==> src/sv/r10a2_pkg.sv <==
// Package for the RGB10_A2 pixel packer: beat structs, format codes and
// shared widths. No dependencies.
`default_nettype none
package r10a2_pkg;

    typedef logic [1:0] t_fmt;

    localparam t_fmt FMT_UNORM8   = 2'd0;
    localparam t_fmt FMT_HALF     = 2'd1;
    localparam t_fmt FMT_SINGLE   = 2'd2;
    // unused code: packs a zero word
    localparam t_fmt FMT_RESERVED = 2'd3;

    localparam logic [9:0] COLOR_MAX = 10'd1023;
    localparam logic [9:0] ALPHA_MAX = 10'd3;

    // 24-bit significand times a 10-bit scale
    localparam int MANT_W = 24;
    localparam int PROD_W = 34;
    localparam int SH_W   = 6;
    // right shifts beyond this always round to zero
    localparam logic signed [9:0] MAX_SH = 10'sd35;

    typedef struct packed {
        logic [31:0] component_0;
        logic [31:0] component_1;
        logic [31:0] component_2;
        logic [31:0] component_3;
        logic        end_of_row;
    } t_pix_in;

    typedef struct packed {
        logic [31:0] packed_pixel;
        logic        row_done;
    } t_pix_out;

    typedef struct packed {
        logic adv1;
        logic adv2;
    } t_pipe_ctl;

endpackage
`default_nettype wire

==> src/sv/pixel_to_rgb10a2_packer_top.sv <==
// Top level of the RGB10_A2 pixel packer: handshakes, format register,
// four conversion lanes and the merge stage. Depends on r10a2_pkg,
// r10a2_lane and r10a2_merge.
//
// Packs one four-component pixel per beat into a 32-bit RGB10_A2 word:
// component 3 (alpha) lands in bits 31:30, components 2, 1, 0 in 29:20,
// 19:10 and 9:0. The format register (write beat on the cfg channel,
// reset 0) picks 8-bit unorm, IEEE half or IEEE single sources; code 3
// yields a zero word. Float values are scaled exactly by 1023 (color) or
// 3 (alpha), rounded to nearest with ties away from zero and clamped;
// negatives and NaN give 0, +inf saturates. end_of_row rides along as
// row_done. Throughput is one pixel per clock while the output is not
// stalled. Each word passes the lane register, which holds each lane's
// scale product, then the packed output register. Four lanes run in
// parallel, one per component. Change the format only while the
// pipeline is empty.
`default_nettype none
module pixel_to_rgb10a2_packer_top (
    input  wire                     i_clk,
    input  wire                     i_rst_n,
    input  wire                     i_pix_valid,
    output logic                    o_pix_ready,
    input  wire r10a2_pkg::t_pix_in i_pix,
    output logic                    o_word_valid,
    input  wire                     i_word_ready,
    output r10a2_pkg::t_pix_out     o_word,
    input  wire                     i_cfg_valid,
    output logic                    o_cfg_ready,
    input  wire r10a2_pkg::t_fmt    i_cfg_data
);

    r10a2_pkg::t_fmt      r_fmt, n_fmt;
    logic                 r_v1, n_v1;
    logic                 r_v2, n_v2;
    logic                 r_row1;
    r10a2_pkg::t_pipe_ctl l_ctl;
    logic [9:0]           l_c0, l_c1, l_c2, l_a;

    // Advance stage 2 whenever the output register is free or draining;
    // stage 1 takes a new beat whenever it is empty or moving on.
    always_comb begin
        l_ctl.adv2  = r_v1 && (!r_v2 || i_word_ready);
        o_pix_ready = !r_v1 || l_ctl.adv2;
        l_ctl.adv1  = i_pix_valid && o_pix_ready;
        o_cfg_ready = 1'b1;
        n_fmt       = (i_cfg_valid) ? i_cfg_data : r_fmt;
        n_v1        = l_ctl.adv1 || (r_v1 && !l_ctl.adv2);
        n_v2        = l_ctl.adv2 || (r_v2 && !i_word_ready);
    end

    always_ff @(posedge i_clk) begin
        if (!i_rst_n) begin
            r_fmt <= r10a2_pkg::FMT_UNORM8;
            r_v1  <= 1'b0;
            r_v2  <= 1'b0;
        end else begin
            r_fmt <= n_fmt;
            r_v1  <= n_v1;
            r_v2  <= n_v2;
        end
    end

    // Hold the row flag alongside the lane products.
    always_ff @(posedge i_clk) begin
        if (l_ctl.adv1) begin
            r_row1 <= i_pix.end_of_row;
        end
    end

    r10a2_lane #(.P_ALPHA(1'b0)) u_lane0 (
        .i_clk   (i_clk),
        .i_en    (l_ctl.adv1),
        .i_fmt   (r_fmt),
        .i_raw   (i_pix.component_0),
        .o_value (l_c0)
    );

    r10a2_lane #(.P_ALPHA(1'b0)) u_lane1 (
        .i_clk   (i_clk),
        .i_en    (l_ctl.adv1),
        .i_fmt   (r_fmt),
        .i_raw   (i_pix.component_1),
        .o_value (l_c1)
    );

    r10a2_lane #(.P_ALPHA(1'b0)) u_lane2 (
        .i_clk   (i_clk),
        .i_en    (l_ctl.adv1),
        .i_fmt   (r_fmt),
        .i_raw   (i_pix.component_2),
        .o_value (l_c2)
    );

    r10a2_lane #(.P_ALPHA(1'b1)) u_lane3 (
        .i_clk   (i_clk),
        .i_en    (l_ctl.adv1),
        .i_fmt   (r_fmt),
        .i_raw   (i_pix.component_3),
        .o_value (l_a)
    );

    r10a2_merge u_merge (
        .i_clk  (i_clk),
        .i_ctl  (l_ctl),
        .i_c0   (l_c0),
        .i_c1   (l_c1),
        .i_c2   (l_c2),
        .i_a    (l_a),
        .i_row  (r_row1),
        .o_beat (o_word)
    );

    assign o_word_valid = r_v2;

`ifndef SYNTH
    // An empty first stage must always take a beat.
    a_ready_when_empty: assert property (@(posedge i_clk) disable iff (!i_rst_n)
        !r_v1 |-> o_pix_ready)
        else $error("input stalled with empty stage 1");

    // An accepted beat fills stage 1.
    a_fill_stage1: assert property (@(posedge i_clk) disable iff (!i_rst_n)
        l_ctl.adv1 |=> r_v1)
        else $error("accepted beat lost in stage 1");

    // The reserved format code packs a zero word.
    a_reserved_zero: assert property (@(posedge i_clk) disable iff (!i_rst_n)
        (l_ctl.adv2 && r_fmt == r10a2_pkg::FMT_RESERVED && !i_cfg_valid)
        |=> o_word.packed_pixel == 32'd0)
        else $error("reserved format gave nonzero word");

    // Unorm color is value times four, so the low color bits stay clear.
    a_unorm_low_bits: assert property (@(posedge i_clk) disable iff (!i_rst_n)
        (l_ctl.adv2 && r_fmt == r10a2_pkg::FMT_UNORM8 && !i_cfg_valid)
        |=> o_word.packed_pixel[1:0] == 2'b00)
        else $error("unorm color has low bits set");
`endif

endmodule
`default_nettype wire

==> src/sv/r10a2_lane.sv <==
// One component lane: decode, scale multiply (registered), then round,
// shift and clamp. Depends on r10a2_pkg.
`default_nettype none
module r10a2_lane #(
    parameter bit P_ALPHA = 1'b0
) (
    input  wire                   i_clk,
    input  wire                   i_en,
    input  wire r10a2_pkg::t_fmt  i_fmt,
    input  wire [31:0]            i_raw,
    output logic [9:0]            o_value
);

    localparam logic [9:0] L_SCALE = P_ALPHA ? r10a2_pkg::ALPHA_MAX : r10a2_pkg::COLOR_MAX;

    logic [r10a2_pkg::PROD_W-1:0] r_prod, n_prod;
    logic [r10a2_pkg::SH_W-1:0]   r_sh, n_sh;
    logic                         r_zero, n_zero;
    logic                         r_sat, n_sat;
    logic                         r_direct, n_direct;
    logic [9:0]                   r_dval, n_dval;

    logic [r10a2_pkg::MANT_W-1:0] l_mant;
    logic signed [9:0]            l_exp;
    logic signed [9:0]            l_nexp;
    logic                         l_neg;
    logic                         l_special;
    logic                         l_frac_nz;
    logic [9:0]                   l_unorm_a;

    always_comb begin
        l_mant    = '0;
        l_exp     = '0;
        l_neg     = 1'b0;
        l_special = 1'b0;
        l_frac_nz = 1'b0;
        n_direct  = 1'b0;
        n_dval    = '0;
        l_unorm_a = {2'b00, i_raw[7:0]} * 10'd3 + 10'd127;
        unique case (i_fmt)
            r10a2_pkg::FMT_UNORM8: begin
                n_direct = 1'b1;
                n_dval   = P_ALPHA ? {8'd0, l_unorm_a[9:8]} : {i_raw[7:0], 2'b00};
            end
            r10a2_pkg::FMT_HALF: begin
                l_neg     = i_raw[15];
                l_special = (i_raw[14:10] == 5'h1f);
                l_frac_nz = (i_raw[9:0] != '0);
                if (i_raw[14:10] == 5'd0) begin
                    l_mant = {14'd0, i_raw[9:0]};
                    l_exp  = -10'sd24;
                end else begin
                    l_mant = {13'd0, 1'b1, i_raw[9:0]};
                    l_exp  = $signed({5'd0, i_raw[14:10]}) - 10'sd25;
                end
            end
            r10a2_pkg::FMT_SINGLE: begin
                l_neg     = i_raw[31];
                l_special = (i_raw[30:23] == 8'hff);
                l_frac_nz = (i_raw[22:0] != '0);
                if (i_raw[30:23] == 8'd0) begin
                    l_mant = {1'b0, i_raw[22:0]};
                    l_exp  = -10'sd149;
                end else begin
                    l_mant = {1'b1, i_raw[22:0]};
                    l_exp  = $signed({2'd0, i_raw[30:23]}) - 10'sd150;
                end
            end
            default: begin
                n_direct = 1'b1;
            end
        endcase

        l_nexp = -l_exp;
        n_sh   = l_nexp[r10a2_pkg::SH_W-1:0];
        n_prod = {10'd0, l_mant} * {24'd0, L_SCALE};
        // NaN, negatives and zero drop to 0; +inf and any value >= 1 saturate
        if (l_special) begin
            n_zero = l_neg || l_frac_nz;
            n_sat  = !(l_neg || l_frac_nz);
        end else begin
            n_zero = l_neg || (l_mant == '0) || (l_nexp > r10a2_pkg::MAX_SH);
            n_sat  = !(l_neg || (l_mant == '0)) && (l_exp >= 10'sd0);
        end
    end

    always_ff @(posedge i_clk) begin
        if (i_en) begin
            r_prod   <= n_prod;
            r_sh     <= n_sh;
            r_zero   <= n_zero;
            r_sat    <= n_sat;
            r_direct <= n_direct;
            r_dval   <= n_dval;
        end
    end

    logic [r10a2_pkg::PROD_W-1:0] l_t;
    logic [r10a2_pkg::PROD_W:0]   l_q;

    always_comb begin
        // round half away: keep one extra bit, add one, drop it
        l_t = r_prod >> (r_sh - 6'd1);
        l_q = ({1'b0, l_t} + 35'd1) >> 1;
        priority if (r_direct) begin
            o_value = r_dval;
        end else if (r_zero) begin
            o_value = '0;
        end else if (r_sat || (l_q > {25'd0, L_SCALE})) begin
            o_value = L_SCALE;
        end else begin
            o_value = l_q[9:0];
        end
    end

endmodule
`default_nettype wire

==> src/sv/r10a2_merge.sv <==
// Merge stage: packs the four lane results and the row flag into the
// output register. Depends on r10a2_pkg.
`default_nettype none
module r10a2_merge (
    input  wire                        i_clk,
    input  wire r10a2_pkg::t_pipe_ctl  i_ctl,
    input  wire [9:0]                  i_c0,
    input  wire [9:0]                  i_c1,
    input  wire [9:0]                  i_c2,
    input  wire [9:0]                  i_a,
    input  wire                        i_row,
    output r10a2_pkg::t_pix_out        o_beat
);

    r10a2_pkg::t_pix_out r_beat, n_beat;

    always_comb begin
        n_beat.packed_pixel = {i_a[1:0], i_c2, i_c1, i_c0};
        n_beat.row_done     = i_row;
    end

    always_ff @(posedge i_clk) begin
        if (i_ctl.adv2) begin
            r_beat <= n_beat;
        end
    end

    assign o_beat = r_beat;

endmodule
`default_nettype wire

==> config.mk <==
export PLATFORM = sky130hd
export DESIGN_NAME = pixel_to_rgb10a2_packer_top
export DESIGN_NICKNAME = d
export VERILOG_FILES = /design/src/sv/r10a2_pkg.sv /design/src/sv/pixel_to_rgb10a2_packer_top.sv /design/src/sv/r10a2_lane.sv /design/src/sv/r10a2_merge.sv
export SDC_FILE = /design/constraint.sdc
export NUM_CORES = 2
export LEC_CHECK = 0
export BUFFER_PORTS_ARGS = -buffer_cell sky130_fd_sc_hd__buf_2
export CORE_UTILIZATION = 50
export DETAILED_ROUTE_END_ITERATION = 8
export PLACE_DENSITY = 0.78
export SETUP_SLACK_MARGIN = 0.1
export SLEW_MARGIN = 20
export SYNTH_ARGS = -nofsm -noshare
export SYNTH_HDL_FRONTEND = slang
export SYNTH_SLANG_ARGS = --single-unit
==> constraint.sdc <==
create_clock -name i_clk -period 11 [get_ports i_clk]
set_clock_uncertainty 0.2 [all_clocks]
set_input_delay 1.65 -clock i_clk [delete_from_list [all_inputs] [get_ports i_clk]]
set_output_delay 1.65 -clock i_clk [all_outputs]
set_load 0.05 [all_outputs]
==> metrics.md <==
| Metric | Value |
|---|---|
| Pwr/cell area | 129 nW/um^2 |
| Critical Path RT | between 10 and 15 ns |
| Max Cap Viol | 0 |
| Reg2Reg Capture Point | u_lane0.r_prod[33] |
| Worst-path clk slew | approximately 0.060 ns |
| Final Hold Fails | 0 |
| Gr usage total | 27.2% |
| Initial antenna violation count | 15 |
| Number of fill cells | ~7000 |
| Total setup buffers inserted after CTS | 0 |
| CP Launch Type | primary input |
| Status | finished clean |
| Mapped Nets | 5061 |
| Critical R2R Launch | r_fmt[1] |
| Fmax | around 110 MHz |
| DRC | 0 |
| Avg Inst Size Synth | 9.35 um^2 |
| Mapped Area | 39400 um^2 |
| Setup slack at placement | about 1.7 ns |
| CP Max Fanout | 5 |
| R2R setup slack | 2.27 ns |
| Die W | roughly 280 um |
| Initial Util | about half |
| GPL Wtd Cong | between 1 and 1.5 |
| Full die area | roughly 80000 um^2 |
| Fin cells | 5388 |
| Via density | 6.09 |
| TNS Setup | 0 ns |
| Ys async rst share | 0% |
| Tcrit/Tclk final | 79.7% |
| CP Class | primary input to flop |
| Vias in the first global route | 31760 |
| Max Root-Sink Buffers | 3 |
| CTS resizes | 0 |
| Final Worst Setup Slack | about 2.2 ns |
| CTS tree | done |
| Sequential element share of the synthesized area | 17.0% |
| # setup viols final | 0 |
| Worst-Margin Slew | between 1 and 1.5 ns |
| Worst skew pair latency | around 0.57 ns |
| Clk root buf | clkbuf_16 |
| Layout cell share with drive strength beyond 1 | 11.5% |
| Leak | between 15 and 20 nW |
| Nets | roughly 5200 |
| Largest net degree at the start of global routing | between 70 and 80 |
| 1st-iter DRT viols | slightly above 3000 |
| Drt wl/cell | about 20 um |
| Hold endpoint | u_merge.o_beat[0] |
| I/O Buffers | 170 |
| Min-delay worst type | flop to flop |
| Post-synthesis register bit count | approximately 230 |
| Clock tree sinks | 225 |
| Final Critical Period | 8.76 ns |
| DR pass1 iterations | 5 |
| Setup crit end kind | flop |
| Synth cell types | between 100 and 150 |
| Io pins | between 150 and 200 |
| # rows | 102 |
| Hold_sp | r_row1 |
| RSZ-0062 raised after global routing | no |
| CORE AREA | 77700 um^2 |
| DP HPWL | slightly below 90 mm |
| Die Ht | 283 um |
| Prevailing post-synth register cell | edfxtp_1 |
| Post-synth EDFFs | around 220 |
| DP Cell Count | 5335 |
| FF-to-FF path depth | 24 |
| Max H-tree Level | 1 |
| Slew HR | 21.9% |
| Vias | 32803 |
| CTS buffer count | 27 |
| Ys Warns | 0 |
| Final slew viol count | 0 |
| Peak supply drop | approximately 0.10 mV |
| DRT antenna net count | 0 |
| Hold Path Stages | 0 |
| CTS Hold Bufs | 0 |
| Routed WL | roughly 110 mm |
| First-pass GRT wire length | 172 mm |
| Layout area overhead | 7.15% |
| Grt ovf | 0 |
| Post-Synthesis Cells | 4217 |
| Worst Path Arrival | approximately 8.9 ns |
==> area by class of cell <==
class	instances	area (um^2)	area share (%)
Multi-Input combinational cell	3145	29500	69.7
Sequential cell	225	6720	15.9
Inverter	710	2670	6.31
Tap cell	1040	1300	3.08
Timing Repair Buffer	215	1190	2.81
Clock buffer	32	714	1.69
Clock inverter	16	184	0.435
Antenna cell	5	12.5	0.0296
==> placed cells by master (no fill, tap or decap), types with 45 or more instances in the layout <==
master and count:
nor3_1 105, nand3_1 147, ha_1 317, inv_1 710
nand4_1 52, nand2_1 308, a21oi_1 177, fa_1 388
and2_1 59, buf_2 170, mux2i_1 105, edfxtp_1 221
xnor2_1 133, o21ai_0 169, nor2_1 186, xor2_1 66
mux2_2 45, mux4_2 135, buf_4 45
==> kinds of logic (layout without fill, tap and decap cells) <==
group,Yosys count,after routing,share of synthesized area [%]
adder cells (fa/ha/maj),708,708,29.9
XOR/XNOR,206,206,4.61
AO/OA/AOI/OAI,781,781,13.3
buffers and inverters,847,973,8.40
multiplexers,285,285,11.7
other,1,6,0.00951
flip-flops,225,225,17.0
AND/OR/NAND/NOR,1164,1164,15.1
==> cell usage after synthesis (all sizes together), types with 36 or more instances <==
master  count  area share [%]
inv       710             6.8
fa        388              20
ha        320              10
nand2     308             2.9
edfxtp    221              17
nor2      188             1.8
a21oi     177             2.2
o21ai     172             2.2
nand3     148             1.9
xnor2     137             3.1
mux4      135             7.7
nor3      107             1.4
mux2i     105             2.7
clkbuf     74            0.70
xor2       69             1.6
buf        63            0.94
and2       61            0.97
nand4      52            0.83
nor4       48            0.87
mux2       45             1.3
a21o       43            0.82
nor2b      41            0.65
and3       40            0.63
a211oi     39            0.76
nand2b     36            0.57
==> per-layer routing <==
layer / global-route usage (%) / up-vias / share of wire, %
met5: 0 / - / 0.052
met4: 8.51 / 10 / 3.2
met3: 4.85 / 227 / 8.7
met2: 44.3 / 1468 / 46
met1: 36.8 / 16021 / 42
li1: - / 15077 / -
==> power breakdown <==
part           internal (mW)  leakage [nW]  switching [mW]  total, mW
clock network          0.553         0.439           0.362      0.916
registers               1.16          2.24           0.157       1.32
logic                   1.32          16.9            1.89       3.21
total                   3.03          19.6            2.41       5.44
==> worst max-delay path by stage <==
stage	start	to	cells past startpoint
floorplan	i_pix[107]	u_lane0.r_prod[33]	25
global route	r_fmt[1]	u_lane0.r_prod[32]	23
global placement	i_pix[107]	u_lane0.r_prod[33]	26
detailed placement	i_pix[107]	u_lane0.r_prod[33]	26
finish	i_pix[107]	u_lane0.r_prod[33]	26
CTS	r_fmt[1]	u_lane0.r_prod[33]	24
==> flip-flops by register name, summed over array words and instances, names as in the netlist, 2 cells and up <==
signal and flops:
u_lane2.r_sh 6, u_lane2.r_prod 34, u_lane0.r_prod 34, u_lane1.r_sh 6, u_lane1.r_dval 8, u_lane0.r_sh 6, u_lane3.r_prod 26, u_lane1.r_prod 34
u_lane2.r_dval 8, u_lane3.r_sh 6, u_merge.o_beat 33, r_fmt 2, u_lane0.r_dval 8, u_lane3.r_dval 2
==> critical path: stages <==
cell,delay [ns]
buf_2,0.13
inv_1,0.10
ha_1,0.16
nor4b_1,0.53
nor2_1,0.13
a21oi_1,0.60
inv_1,0.15
fa_1,0.67
inv_1,0.09
fa_1,0.53
inv_1,0.05
fa_1,0.46
fa_1,0.54
inv_1,0.05
fa_1,0.50
inv_1,0.04
ha_1,0.32
a21oi_1,0.22
nor2_1,0.08
a21oi_1,0.20
a21bo_2,0.29
o41a_1,0.40
a31oi_1,0.28
o211ai_1,0.17
a2111o_1,0.39
o211a_1,0.13
==> stage by stage <==
stage | utilization (%) | total power [mW] | hold WS (ns) | instance area, um^2
3_3_place_gp | 53.2 | 4.40 | 0.207 | 41300
3_5_place_dp | 53.2 | 4.46 | 0.216 | 41300
4_1_cts | 54.3 | 5.40 | 0.229 | 42200
5_1_grt | 54.4 | 5.83 | 0.233 | 42200
6_report | 54.4 | 5.44 | 0.234 | 42300
2_1_floorplan | - | 3.66 | 0.200 | 39400
(Power assumes the default switching activity.)
